<file path="src/tld_pkg.sv">
// Shared types, character codes and the backslash escape table for the
// terminal line editor. No dependencies.
`timescale 1ns / 1ps
`default_nettype none

package tld_pkg;

    localparam int LINE_BYTES_DEF = 64;

    localparam logic [6:0] CH_EOT  = 7'o004;
    localparam logic [6:0] CH_NL   = 7'o012;
    localparam logic [6:0] CH_CR   = 7'o015;
    localparam logic [6:0] CH_XON  = 7'o021;
    localparam logic [6:0] CH_XOFF = 7'o023;
    localparam logic [6:0] CH_BSL  = 7'o134;
    localparam logic [6:0] CH_UC_A = 7'o101;
    localparam logic [6:0] CH_UC_Z = 7'o132;

    // configuration register indexes
    typedef enum logic [2:0] {
        REG_ERASE   = 3'd0,
        REG_KILL    = 3'd1,
        REG_INTR    = 3'd2,
        REG_QUIT    = 3'd3,
        REG_RAW     = 3'd4,
        REG_LCASE   = 3'd5,
        REG_CRNL    = 3'd6,
        REG_FLOW    = 3'd7
    } tld_reg_t;

    typedef enum logic [2:0] {
        EV_LINE   = 3'd0,
        EV_EOF    = 3'd1,
        EV_INT    = 3'd2,
        EV_QUIT   = 3'd3,
        EV_STOP   = 3'd4,
        EV_RESUME = 3'd5
    } tld_event_t;

    typedef enum logic [2:0] {
        ST_IDLE,
        ST_LOOK,
        ST_EDIT,
        ST_EMIT,
        ST_FETCH,
        ST_DRAIN
    } tld_state_t;

    typedef struct packed {
        logic accept;   // input beat taken this cycle
        logic look;     // read data holds the last stored char
        logic edit;     // read data holds the char before it; commit edit
        logic fetch;    // start reading the line from entry 0
        logic pop;      // line byte taken by the sink
        logic drain;    // result bytes come from the line memory
    } tld_cmd_t;

    typedef struct packed {
        logic single;   // incoming char gives exactly one result
        logic term;     // edit finished the line
        logic eof;      // finished line is empty
        logic last;     // current line byte is the final one
    } tld_status_t;

    // backslash escape map, zero means no escape
    function automatic logic [6:0] esc_map(input logic [6:0] c);
        logic [6:0] m;
        m = 7'd0;
        case (c)
            7'o004:  m = 7'o004;
            7'o041:  m = 7'o174;   // ! -> |
            7'o043:  m = 7'o043;   // #
            7'o047:  m = 7'o140;   // ' -> `
            7'o050:  m = 7'o173;   // ( -> {
            7'o051:  m = 7'o175;   // ) -> }
            7'o100:  m = 7'o100;   // @
            7'o136:  m = 7'o176;   // ^ -> ~
            default: begin
                if (c >= 7'o141 && c <= 7'o172) begin
                    m = c - 7'o040;    // lower to upper
                end
            end
        endcase
        return m;
    endfunction

endpackage

`default_nettype wire

</file>
<file path="src/tty_line_discipline_editor.sv">
// Top level of the terminal line editor: sequencer plus datapath.
// Depends on tld_pkg, tld_ctrl and tld_dp.
`timescale 1ns / 1ps
`default_nettype none

// Takes one received character per input beat and works on one character at
// a time. A character that gives a single result (raw mode, interrupt, quit,
// XOFF, XON) is taken in idle and its result beat is offered the next cycle.
// An edited character passes accept, look and edit, the two look-back reads of
// the single-port line memory being issued in accept and look; a finished line
// then passes a fetch state that starts the memory read, and its bytes go out
// at one beat per cycle while the sink does not stall. An empty finished line
// gives one end-of-file beat. Mode registers are written through the cfg port
// by the user only while idle; the block itself does not enforce this.
module tty_line_discipline_editor #(
    parameter int LINE_BYTES = tld_pkg::LINE_BYTES_DEF
) (
    input  wire logic       aclk,
    input  wire logic       aresetn,
    input  wire logic       cfg_wr_en,
    input  wire logic [2:0] cfg_index,
    input  wire logic [6:0] cfg_wr_data,
    input  wire logic       s_valid,
    output logic            s_ready,
    input  wire logic [7:0] s_received_char,
    output logic            m_valid,
    input  wire logic       m_ready,
    output logic [2:0]      m_event_res,
    output logic [6:0]      m_data_char,
    output logic            m_last_of_run
);

    tld_pkg::tld_cmd_t    cmd;
    tld_pkg::tld_status_t status;

    tld_ctrl u_ctrl (
        .aclk    (aclk),
        .aresetn (aresetn),
        .s_valid (s_valid),
        .s_ready (s_ready),
        .m_valid (m_valid),
        .m_ready (m_ready),
        .status  (status),
        .cmd     (cmd)
    );

    tld_dp #(
        .LINE_BYTES (LINE_BYTES)
    ) u_dp (
        .aclk            (aclk),
        .aresetn         (aresetn),
        .cfg_wr_en       (cfg_wr_en),
        .cfg_index       (cfg_index),
        .cfg_wr_data     (cfg_wr_data),
        .s_received_char (s_received_char),
        .cmd             (cmd),
        .status          (status),
        .m_event_res     (m_event_res),
        .m_data_char     (m_data_char),
        .m_last_of_run   (m_last_of_run)
    );

    // one character in flight: never take input while a result is offered
    assert property (@(posedge aclk) disable iff (!aresetn)
        !(m_valid && s_ready))
        else $error("input taken while a result beat is pending");

    // the final beat of a run returns the block to idle
    assert property (@(posedge aclk) disable iff (!aresetn)
        m_valid && m_ready && m_last_of_run |=> s_ready && !m_valid)
        else $error("block not idle after final result beat");

    // a non-final beat is always a line byte
    assert property (@(posedge aclk) disable iff (!aresetn)
        m_valid && !m_last_of_run |-> m_event_res == tld_pkg::EV_LINE)
        else $error("non-final beat carries a non-line event");

    // only line bytes carry character data
    assert property (@(posedge aclk) disable iff (!aresetn)
        m_valid && m_event_res != tld_pkg::EV_LINE |-> m_data_char == 7'd0)
        else $error("event beat carries character data");

endmodule

`default_nettype wire

</file>
<file path="src/tld_ctrl.sv">
// Sequencer for the terminal line editor: accept, look-back reads, edit,
// single results and line drain. Depends on tld_pkg.
`timescale 1ns / 1ps
`default_nettype none

module tld_ctrl (
    input  wire logic                 aclk,
    input  wire logic                 aresetn,
    input  wire logic                 s_valid,
    output logic                      s_ready,
    output logic                      m_valid,
    input  wire logic                 m_ready,
    input  wire tld_pkg::tld_status_t status,
    output tld_pkg::tld_cmd_t         cmd
);

    tld_pkg::tld_state_t state_reg, state_next;

    always_ff @(posedge aclk) begin
        if (!aresetn) begin
            state_reg <= tld_pkg::ST_IDLE;
        end else begin
            state_reg <= state_next;
        end
    end

    always_comb begin
        state_next = state_reg;
        case (state_reg)
            tld_pkg::ST_IDLE: begin
                if (s_valid) begin
                    state_next = status.single ? tld_pkg::ST_EMIT : tld_pkg::ST_LOOK;
                end
            end
            tld_pkg::ST_LOOK: state_next = tld_pkg::ST_EDIT;
            tld_pkg::ST_EDIT: begin
                if (!status.term) begin
                    state_next = tld_pkg::ST_IDLE;
                end else if (status.eof) begin
                    state_next = tld_pkg::ST_EMIT;
                end else begin
                    state_next = tld_pkg::ST_FETCH;
                end
            end
            tld_pkg::ST_EMIT: begin
                if (m_ready) begin
                    state_next = tld_pkg::ST_IDLE;
                end
            end
            tld_pkg::ST_FETCH: state_next = tld_pkg::ST_DRAIN;
            tld_pkg::ST_DRAIN: begin
                if (m_ready && status.last) begin
                    state_next = tld_pkg::ST_IDLE;
                end
            end
            default: state_next = tld_pkg::ST_IDLE;
        endcase
    end

    always_comb begin
        s_ready    = (state_reg == tld_pkg::ST_IDLE);
        m_valid    = (state_reg == tld_pkg::ST_EMIT) || (state_reg == tld_pkg::ST_DRAIN);
        cmd.accept = (state_reg == tld_pkg::ST_IDLE) && s_valid;
        cmd.look   = (state_reg == tld_pkg::ST_LOOK);
        cmd.edit   = (state_reg == tld_pkg::ST_EDIT);
        cmd.fetch  = (state_reg == tld_pkg::ST_FETCH);
        cmd.pop    = (state_reg == tld_pkg::ST_DRAIN) && m_ready;
        cmd.drain  = (state_reg == tld_pkg::ST_DRAIN);
    end

endmodule

`default_nettype wire

</file>
<file path="src/tld_dp.sv">
// Datapath of the terminal line editor: mode registers, input mapping,
// line memory, fill count and edit logic. Depends on tld_pkg.
`timescale 1ns / 1ps
`default_nettype none

module tld_dp #(
    parameter int LINE_BYTES = tld_pkg::LINE_BYTES_DEF
) (
    input  wire logic                 aclk,
    input  wire logic                 aresetn,
    input  wire logic                 cfg_wr_en,
    input  wire logic [2:0]           cfg_index,
    input  wire logic [6:0]           cfg_wr_data,
    input  wire logic [7:0]           s_received_char,
    input  wire tld_pkg::tld_cmd_t    cmd,
    output tld_pkg::tld_status_t      status,
    output logic [2:0]                m_event_res,
    output logic [6:0]                m_data_char,
    output logic                      m_last_of_run
);

    localparam int IW = $clog2(LINE_BYTES);
    localparam int FW = $clog2(LINE_BYTES + 1);
    localparam logic [FW-1:0] FILL_FULL = FW'(LINE_BYTES);

    // mode registers
    logic [6:0] erase_reg, kill_reg, intr_reg, quit_reg;
    logic       raw_reg, lcase_reg, crnl_reg, flow_reg;

    always_ff @(posedge aclk) begin
        if (!aresetn) begin
            erase_reg <= 7'd35;
            kill_reg  <= 7'd64;
            intr_reg  <= 7'd127;
            quit_reg  <= 7'd28;
            raw_reg   <= 1'b0;
            lcase_reg <= 1'b0;
            crnl_reg  <= 1'b1;
            flow_reg  <= 1'b0;
        end else if (cfg_wr_en) begin
            case (tld_pkg::tld_reg_t'(cfg_index))
                tld_pkg::REG_ERASE: erase_reg <= cfg_wr_data;
                tld_pkg::REG_KILL:  kill_reg  <= cfg_wr_data;
                tld_pkg::REG_INTR:  intr_reg  <= cfg_wr_data;
                tld_pkg::REG_QUIT:  quit_reg  <= cfg_wr_data;
                tld_pkg::REG_RAW:   raw_reg   <= cfg_wr_data[0];
                tld_pkg::REG_LCASE: lcase_reg <= cfg_wr_data[0];
                tld_pkg::REG_CRNL:  crnl_reg  <= cfg_wr_data[0];
                tld_pkg::REG_FLOW:  flow_reg  <= cfg_wr_data[0];
                default: ;
            endcase
        end
    end

    // input mapping
    logic [6:0] c_mask, c_map, c_fold;
    logic       is_int, is_quit, is_xoff, is_xon;
    tld_pkg::tld_event_t ev_in;

    always_comb begin
        c_mask  = s_received_char[6:0];
        c_map   = (crnl_reg && c_mask == tld_pkg::CH_CR) ? tld_pkg::CH_NL : c_mask;
        is_int  = !raw_reg && c_map == intr_reg;
        is_quit = !raw_reg && c_map == quit_reg;
        is_xoff = !raw_reg && flow_reg && c_map == tld_pkg::CH_XOFF;
        is_xon  = !raw_reg && flow_reg && c_map == tld_pkg::CH_XON;
        c_fold  = c_map;
        if (lcase_reg && c_map >= tld_pkg::CH_UC_A && c_map <= tld_pkg::CH_UC_Z) begin
            c_fold = c_map + 7'o040;
        end
        if (is_int) begin
            ev_in = tld_pkg::EV_INT;
        end else if (is_quit) begin
            ev_in = tld_pkg::EV_QUIT;
        end else if (is_xoff) begin
            ev_in = tld_pkg::EV_STOP;
        end else if (is_xon) begin
            ev_in = tld_pkg::EV_RESUME;
        end else begin
            ev_in = tld_pkg::EV_LINE;
        end
    end

    // item registers
    logic [6:0]          c_reg, c_next;
    logic [6:0]          emit_data_reg, emit_data_next;
    tld_pkg::tld_event_t ev_reg, ev_next;
    logic                prev_bs_reg, prev_bs_next;
    logic [FW-1:0]       fill_reg, fill_next;
    logic [IW-1:0]       idx_reg, idx_next;

    // line memory
    logic [6:0]    line_mem [LINE_BYTES];
    logic [6:0]    rdata_reg;
    logic          rd_en, wr_en;
    logic [IW-1:0] rd_addr, wr_addr;
    logic [6:0]    wr_data;

    always_ff @(posedge aclk) begin
        if (wr_en) begin
            line_mem[wr_addr] <= wr_data;
        end
        if (rd_en) begin
            rdata_reg <= line_mem[rd_addr];
        end
    end

    // edit logic, valid in the edit cycle
    logic [6:0]    esc_val, c_store;
    logic          esc_hit, pp_bs, do_store, nl_or_eot;
    logic [FW-1:0] fill_esc, fill_edit, fill_m1, fill_m2;
    logic          last_byte;

    always_comb begin
        fill_m1   = fill_reg - FW'(1);
        fill_m2   = fill_reg - FW'(2);
        esc_val   = tld_pkg::esc_map(c_reg);
        esc_hit   = prev_bs_reg && esc_val != 7'd0 && (esc_val == c_reg || lcase_reg);
        pp_bs     = (fill_reg >= FW'(2)) && rdata_reg == tld_pkg::CH_BSL;
        fill_esc  = esc_hit ? fill_m1 : fill_reg;
        c_store   = (esc_hit && !pp_bs) ? esc_val : c_reg;
        nl_or_eot = c_reg == tld_pkg::CH_NL || c_reg == tld_pkg::CH_EOT;
        do_store  = 1'b0;
        if (!prev_bs_reg && c_reg == erase_reg) begin
            fill_edit = (fill_reg != '0) ? fill_m1 : fill_reg;
        end else if (!prev_bs_reg && c_reg == kill_reg) begin
            fill_edit = '0;
        end else if (!prev_bs_reg && c_reg == tld_pkg::CH_EOT) begin
            fill_edit = fill_reg;
        end else begin
            do_store  = 1'b1;
            fill_edit = fill_esc + FW'(1);
        end
        last_byte = (FW'(idx_reg) + FW'(1)) == fill_reg;

        status.single = raw_reg || is_int || is_quit || is_xoff || is_xon;
        status.term   = nl_or_eot || (do_store && fill_edit == FILL_FULL);
        status.eof    = fill_edit == '0;
        status.last   = last_byte;

        wr_en   = cmd.edit && do_store;
        wr_addr = fill_esc[IW-1:0];
        wr_data = c_store;
    end

    // register updates and memory read port
    always_comb begin
        c_next         = c_reg;
        emit_data_next = emit_data_reg;
        ev_next        = ev_reg;
        prev_bs_next   = prev_bs_reg;
        fill_next      = fill_reg;
        idx_next       = idx_reg;
        rd_en          = 1'b0;
        rd_addr        = fill_m1[IW-1:0];
        if (cmd.accept) begin
            c_next         = c_fold;
            ev_next        = ev_in;
            emit_data_next = raw_reg ? c_fold : 7'd0;
            rd_en          = 1'b1;
            if (is_int || is_quit) begin
                fill_next = '0;
            end
        end
        if (cmd.look) begin
            prev_bs_next = (fill_reg != '0) && rdata_reg == tld_pkg::CH_BSL;
            rd_en        = 1'b1;
            rd_addr      = fill_m2[IW-1:0];
        end
        if (cmd.edit) begin
            fill_next      = fill_edit;
            emit_data_next = 7'd0;
            ev_next        = status.eof ? tld_pkg::EV_EOF : tld_pkg::EV_LINE;
        end
        if (cmd.fetch) begin
            idx_next = '0;
            rd_en    = 1'b1;
            rd_addr  = '0;
        end
        if (cmd.pop) begin
            if (last_byte) begin
                fill_next = '0;
            end else begin
                idx_next = idx_reg + IW'(1);
                rd_en    = 1'b1;
                rd_addr  = idx_reg + IW'(1);
            end
        end
    end

    always_ff @(posedge aclk) begin
        if (!aresetn) begin
            fill_reg <= '0;
        end else begin
            fill_reg <= fill_next;
        end
        c_reg         <= c_next;
        emit_data_reg <= emit_data_next;
        ev_reg        <= ev_next;
        prev_bs_reg   <= prev_bs_next;
        idx_reg       <= idx_next;
    end

    assign m_event_res   = ev_reg;
    assign m_data_char   = cmd.drain ? rdata_reg : emit_data_reg;
    assign m_last_of_run = cmd.drain ? last_byte : 1'b1;

endmodule

`default_nettype wire

</file>
<file path="config.mk">
export PLATFORM = sky130hd
export DESIGN_NAME = tty_line_discipline_editor
export DESIGN_NICKNAME = d
export VERILOG_FILES = /design/src/tld_pkg.sv /design/src/tty_line_discipline_editor.sv /design/src/tld_ctrl.sv /design/src/tld_dp.sv
export SDC_FILE = /design/constraint.sdc
export NUM_CORES = 1
export LEC_CHECK = 0
export BUFFER_PORTS_ARGS = -buffer_cell sky130_fd_sc_hd__buf_2
export CAP_MARGIN = 20
export CORE_AREA = 10 10 220 222
export DETAILED_ROUTE_END_ITERATION = 6
export DIE_AREA = 0 0 230 232
export GPL_TIMING_DRIVEN = 0
export PLACE_DENSITY = 0.74
export SLEW_MARGIN = 10
export SYNTH_ARGS = -nofsm -noshare
export SYNTH_HDL_FRONTEND = slang
export SYNTH_HIERARCHICAL = 1
export SYNTH_SLANG_ARGS = --single-unit
export TNS_END_PERCENT = 50
</file>
<file path="constraint.sdc">
create_clock -name aclk -period 6.43 [get_ports aclk]
set_input_delay 0 -clock aclk [delete_from_list [all_inputs] [get_ports aclk]]
set_output_delay 0 -clock aclk [all_outputs]
set_load 0.01 [all_outputs]
</file>
==> flow_summary.toml, run 1 <==
[worst_setup_path]
cp_num_buf_inv = 3
cpLargestDelayFamily = "buffers and inverters"
start_kind = "flip-flop"
slowest_stage = "clkbuf_1"
slowest_delay_ns = 0.75
arrival_ns = 5.86
worstSetupPathType = "reg -> reg"
crit_chain = "ha_1 > clkbuf_1 > xor3_1 > a31oi_1 > nand4_1 > o41ai_4 > mux2i_1 > and2_1 > clkbuf_1 > clkbuf_1 > nand3_1 > nand4_1 > nand4_1 > or3_1"
endpoint_kind = "flip-flop"
crit_required_ns = 6.76
critPathMaxFanout = 10

[layout]
nets = 2143
instances_no_fill = 2748
register_area_um2 = 15100
final_core_util = 0.596
final_cell_mix = "477 x nand2_1, 466 x edfxtp_1, 187 x nand3_1"
final_common_cell = "nand2_1"
largest_reg_flops = 448
postLayoutCellArea_um2 = 26200
multi_input_area_um2 = 7410
top_register = "u_dp/line_mem"
fill_cells = 3499
area_delta_synth_final_pct = 13.3
drive_gt1_frac = 0.105
antenna_cells = 0

[grt]
antenna_found_initial = 0
grt_pass1_wl_um = 98200
groute.usage.overall = 0.242
grt_overflow = 0
grt_pass1_vias = 16258
grt_max_degree = 65

[power]
switching_share = 0.280
comb_power_share = 0.156
p_per_area_nw_per_um2 = 309
p_sw_uw = 2270
seq_power_share = 0.468
p_clk_frac = 0.376
power.leakage_uw = 0.00918
p_int_uw = 5830
peakVddDrop_uv = 261

[clock_tree]
cts_tree = "done"
h-tree-depth = 2
cts_sinks = 521
clock_path_buffers = 3
clkLatencyLatePin_ns = 0.62
root_buffer = "clkbuf_16"
clkSlewWorstSetupHoldPaths_ns = 0.06
cts_buffers = 52

[synthesis]
syn_area_um2 = 23100
synth_top_area_share = 0.605
yosys_warnings = 6
synth.avg_cell_area_um2 = 11.6
ys_seq_area_frac = 0.653
ys_seq_elements = 521
yosys-top-cells-area = "edfxtp_1 61%, nand2_1 7.8%, dfxtp_1 4.8%, nand3_1 4.0%, mux2i_1 2.4%"
synth_ff_type = "edfxtp_1"
synth_edf_count = 466
synthArstFlopShare = 0
synth_cell_types = 89
syn_nets = 2026
synth_top_area_cell = "edfxtp_1"
syn_inst = 1995

[floorplan]
core_area_um2 = 43900
io_pins = 36
die_area_um2 = 53400
std_cell_rows = 77
start_util = 0.526
die_w_um = 230
die_h_um = 232

[detailed_routing]
drc = 0
drt-initial-drc-count = 2233
avgViaCountPerCell = 6.13
num_vias = 16851
finalWirelength_um = 66000
ant_nets = 0
drt_pre_antenna_iters = 6
routedWlPerCell_um = 24.0

[timing]
hold_viol = 0
worstMarginPinSlew_ns = 1.12
fin_crit_sh = 0.859
setup_viol = 0
min_period_ns = 5.52
rsz0062_at_grt = "no"
clock.fmax_mhz = 181
fin_skew_ns = 0.0328
slew_violations = 0
finalSetupTns_ns = 0
relSlewSlack = 0.250

[status]
outcome = "finished clean"

[placed_design]
io_buffers = 29
place_area_um2 = 24200
place_inst = 2622
post-dp-hpwl_um = 44700
gp_congestion = 1.00

[flow_run]
maxCapViolations = 0

[min_path]
min_path_type = "in -> reg"
[worst register-to-register path: cells and delay by family, from the launching register on]
family,cells,cell delay (ns)
buf+inv,3,1.59
simple gates,6,1.42
compound gates,2,0.77
flops,1,0.47
mux,1,0.43
xor+xnor,1,0.37
fa+ha+maj,1,0.19
[cell families (layout without fill, tap and decap cells)]
family,Yosys count,after routing,share of synthesized area
multiplexers,67,67,0.0297
flip-flops,521,521,0.653
AO/OA/AOI/OAI,183,183,0.0608
buffers and inverters,147,308,0.0295
XOR/XNOR,54,54,0.0220
adder cells (fa/ha/maj),8,8,0.00433
AND/OR/NAND/NOR,1015,1015,0.201
[per-stage QoR]
stage	setup WS (ns)	power, uW	hold WS [ns]
finish	0.905	8100	0.241
detailed placement	1.06	5070	0.302
floorplan	0.595	4590	0.124
CTS	1.01	8090	0.223
global placement	-3.93	5040	0.295
global route	0.607	8330	0.260
[synth_stat cells, types with 3 or more instances]
cell type,instances
nand2_1,480
edfxtp_1,466
nand3_1,187
nor2_1,132
nand4_1,72
clkbuf_1,63
dfxtp_1,55
mux2i_1,55
buf_2,47
a21oi_1,30
a32oi_1,30
nor2b_1,30
xor2_1,28
nor3_1,25
o21ai_0,25
a31oi_1,23
xnor2_1,23
inv_1,19
or3_1,13
mux2_2,12
and2_1,11
and3_1,11
o22ai_1,11
nand2b_1,10
ha_1,8
a21boi_0,7
buf_4,7
buf_6,6
nor4_1,6
or2_2,6
nand4b_1,5
a22oi_1,4
buf_1,4
nand3b_1,4
o211ai_1,4
o31ai_1,4
a21o_1,3
a22o_1,3
nor4b_1,3
o211a_1,3
o221ai_1,3
o32ai_1,3
[final timing paths]
path	start	endpoint	slack [ns]	cells after the start
worst min register to register	u_dp/erase_reg[1]	u_dp/erase_reg[1]	0.50	2
worst min-delay path	cfg_wr_data[6]	u_dp/kill_reg[6]	0.24	4
worst max register to register	u_dp/idx_reg[0]	u_dp/rdata_reg[1]	0.91	14
worst max-delay path	u_dp/idx_reg[0]	u_dp/rdata_reg[1]	0.91	14
[metal layers]
metal,part of all wire,vias to the layer above,GRT usage
met1,0.39,8222,0.322
li1,-,7521,-
met2,0.47,960,0.388
met4,0.034,0,0.0886
met3,0.11,148,0.0516
met5,0,-,0
[repair_timing]
item                      in CTS  in global routing
gates resized for setup        0                  0
hold buffers                  28                  0
hold endpoints to repair      59                  0
setup buffers                  0                  0
[power by group through the flow]
stage / clock network (uW) / logic [uW] / registers (uW)
2_1_floorplan: 0 / 735 / 3860
3_5_place_dp: 0 / 1210 / 3860
6_report: 3050 / 1260 / 3790
4_1_cts: 3070 / 1230 / 3790
5_1_grt: 3210 / 1330 / 3790
3_3_place_gp: 0 / 1160 / 3880
[final cells by class]
cell class,count,area share
multi-input combinational,1327,0.283
timing repair buffer,63,0.0212
tap,592,0.0283
buffer,127,0.0232
clock buffer,63,0.0516
inverter,20,0.00287
sequential,521,0.576
clock inverter,35,0.0137
No activity file was read; power rests on OpenSTA's default activity.
==> run 2: changes to the inputs <==
--- a/config.mk
+++ b/config.mk
@@ -7,11 +7,11 @@
 export LEC_CHECK = 0
 export BUFFER_PORTS_ARGS = -buffer_cell sky130_fd_sc_hd__buf_2
 export CAP_MARGIN = 20
-export CORE_AREA = 10 10 220 222
+export CORE_AREA = 10 10 203 205
 export DETAILED_ROUTE_END_ITERATION = 6
-export DIE_AREA = 0 0 230 232
+export DIE_AREA = 0 0 213 215
 export GPL_TIMING_DRIVEN = 0
-export PLACE_DENSITY = 0.74
+export PLACE_DENSITY = 0.84
 export SLEW_MARGIN = 10
 export SYNTH_ARGS = -nofsm -noshare
 export SYNTH_HDL_FRONTEND = slang
==> run 2 against run 1 <==
- via count is 3.4% higher
- flip-flop and latch count stayed put
- clock-buffer cell count stayed put
- critical endpoint is now u_dp/rdata_reg[4]
- cell count is 4.5% lower
- highest routed layer unchanged
- largest cell class unchanged
- non-clock buffer count is 4 higher
- maximum frequency is 2.8% lower
==> flow_summary.toml, run 2 (synthesis gave the netlist of run 1 again) <==
[status]
outcome = "finished clean"

[clock_tree]
cts_sinks = 521
cts_resized = 0
h-tree-depth = 2
cts_buffers = 51
cts_tree = "done"
clkSlewWorstSetupHoldPaths_ns = 0.06
clkLatencyLatePin_ns = 0.61
root_buffer = "clkbuf_16"
clock_path_buffers = 3

[layout]
area_delta_synth_final_pct = 12.1
nets = 2146
register_area_um2 = 15100
final_cell_mix = "477 x nand2_1, 466 x edfxtp_1, 187 x nand3_1"
drive_gt1_frac = 0.0996
fill_cells = 2435
top_register = "u_dp/line_mem"
final_common_cell = "nand2_1"
final_core_util = 0.697
multi_input_area_um2 = 7390
largest_reg_flops = 448

[timing]
worstMarginPinSlew_ns = 1.14
fin_skew_ns = 0.0235
rsz0062_at_grt = "no"
hold_viol = 0
slew_violations = 0
relSlewSlack = 0.217
hold_ws_ns = 0.268
clock.fmax_mhz = 176
setup_viol = 0
fin_crit_sh = 0.884
min_period_ns = 5.69
finalSetupTns_ns = 0

[detailed_routing]
drc = 0
finalWirelength_um = 65800
drt-initial-drc-count = 2840
ant_nets = 0
num_vias = 17424
routedWlPerCell_um = 25.1
drt_pre_antenna_iters = 6
avgViaCountPerCell = 6.64

[grt]
groute.usage.overall = 0.285
grt_max_degree = 39
grt_pass1_vias = 16840
grt_pass1_wl_um = 99400
antenna_found_initial = 1
grt_overflow = 0

[placed_design]
gp_congestion = 0.978
post-dp-hpwl_um = 44400
io_buffers = 29

[power]
seq_power_share = 0.483
peakVddDrop_uv = 260
p_int_uw = 5620
p_clk_frac = 0.352
p_sw_uw = 2220
p_per_area_nw_per_um2 = 302
comb_power_share = 0.165
power.leakage_uw = 0.00912
switching_share = 0.283

[floorplan]
std_cell_rows = 71
start_util = 0.621
core_area_um2 = 37200
die_area_um2 = 45800
die_h_um = 215
io_pins = 36
die_w_um = 213

[worst_setup_path]
start_kind = "flip-flop"
arrival_ns = 6.11
timing.rr.start = "u_dp/idx_reg[0]"
crit_top_cell = "clkbuf_1"
crit_chain = "ha_1 > clkbuf_1 > xor3_1 > a31oi_1 > nand4_1 > o41ai_4 > mux2i_1 > clkbuf_1 > clkbuf_1 > nand2_1 > nand3_1 > nand4_1 > o22ai_1 > or3_1"
endpoint_kind = "flip-flop"
slowest_stage = "mux2i_1"
slowest_delay_ns = 1.01
worstSetupStartpoint = "u_dp/idx_reg[0]"
worstSetupPathType = "reg -> reg"
cp_num_buf_inv = 3
crit_required_ns = 6.86
cpLargestDelayFamily = "buffers and inverters"
critPathMaxFanout = 10

[flow_run]
maxCapViolations = 0

[min_path]
hp-start = "cfg_wr_data[5]"
min_path_type = "in -> reg"
-- run 2: final cells by class --
class | count | share of cell area
diodes | 1 | 0.0000965
repair buffers | 67 | 0.0259
clock buffers | 63 | 0.0510
clock inverters | 24 | 0.00690
well taps | 474 | 0.0229
flip-flops and latches | 521 | 0.582
plain buffers | 127 | 0.0234
multi-input cells | 1327 | 0.285
inverters | 20 | 0.00290
-- run 2: worst paths after layout --
kind | to | slack [ns] | cells after the start
worst max register to register | u_dp/rdata_reg[4] | 0.74 | 14
worst max-delay path | u_dp/rdata_reg[4] | 0.74 | 14
worst min register to register | u_dp/emit_data_reg[1] | 0.48 | 2
worst min-delay path | u_dp/erase_reg[5] | 0.27 | 4
-- run 2: power groups by stage --
stage / Clock (uW) / Sequential [uW] / Combinational, uW
after detailed placement: 0 / 3860 / 1210
final: 2760 / 3790 / 1290
after CTS: 2770 / 3790 / 1230
after global routing: 2910 / 3790 / 1350
after floorplan: 0 / 3860 / 735
after global placement: 0 / 3870 / 1130
-- run 2: timing repair --
| action | CTS | global route |
|---|---|---|
| hold endpoints to repair | 55 | 0 |
| buffers inserted | 0 | 0 |
| hold buffers | 28 | 0 |
| setup endpoints to repair | 0 | 0 |
-- run 2: stage by stage --
stage / cells / setup slack [ns] / area, um^2 / power (uW)
after floorplan: 1995 / 0.595 / 23100 / 4590
after global placement: 2498 / -3.32 / 23900 / 5000
after detailed placement: 2508 / 1.06 / 24100 / 5070
after CTS: 2623 / 1.01 / 25900 / 7790
after global routing: 2624 / 0.594 / 25900 / 8050
final: 2624 / 0.744 / 25900 / 7840
-- run 2: routing by layer --
metal  vias to the layer above  routed length, um  share of wire  global-route usage
met3                       251               8750           0.13              0.0620
met5                         -                  0              0                   0
met4                         0               3450          0.052               0.140
met1                      8325              23200           0.35               0.371
met2                      1350              30300           0.46               0.444
li1                       7498                  -              -                   -
-- run 2: worst reg2reg max path, delay by kind of cell, from the launching register on --
kind / cells / cell delay, ns
adder cells (fa/ha/maj): 1 / 0.20
multiplexers: 1 / 1.01
buffers and inverters: 3 / 1.33
AND/OR/NAND/NOR: 5 / 0.92
XOR/XNOR: 1 / 0.38
flip-flops: 1 / 0.49
AO/OA/AOI/OAI: 3 / 1.20
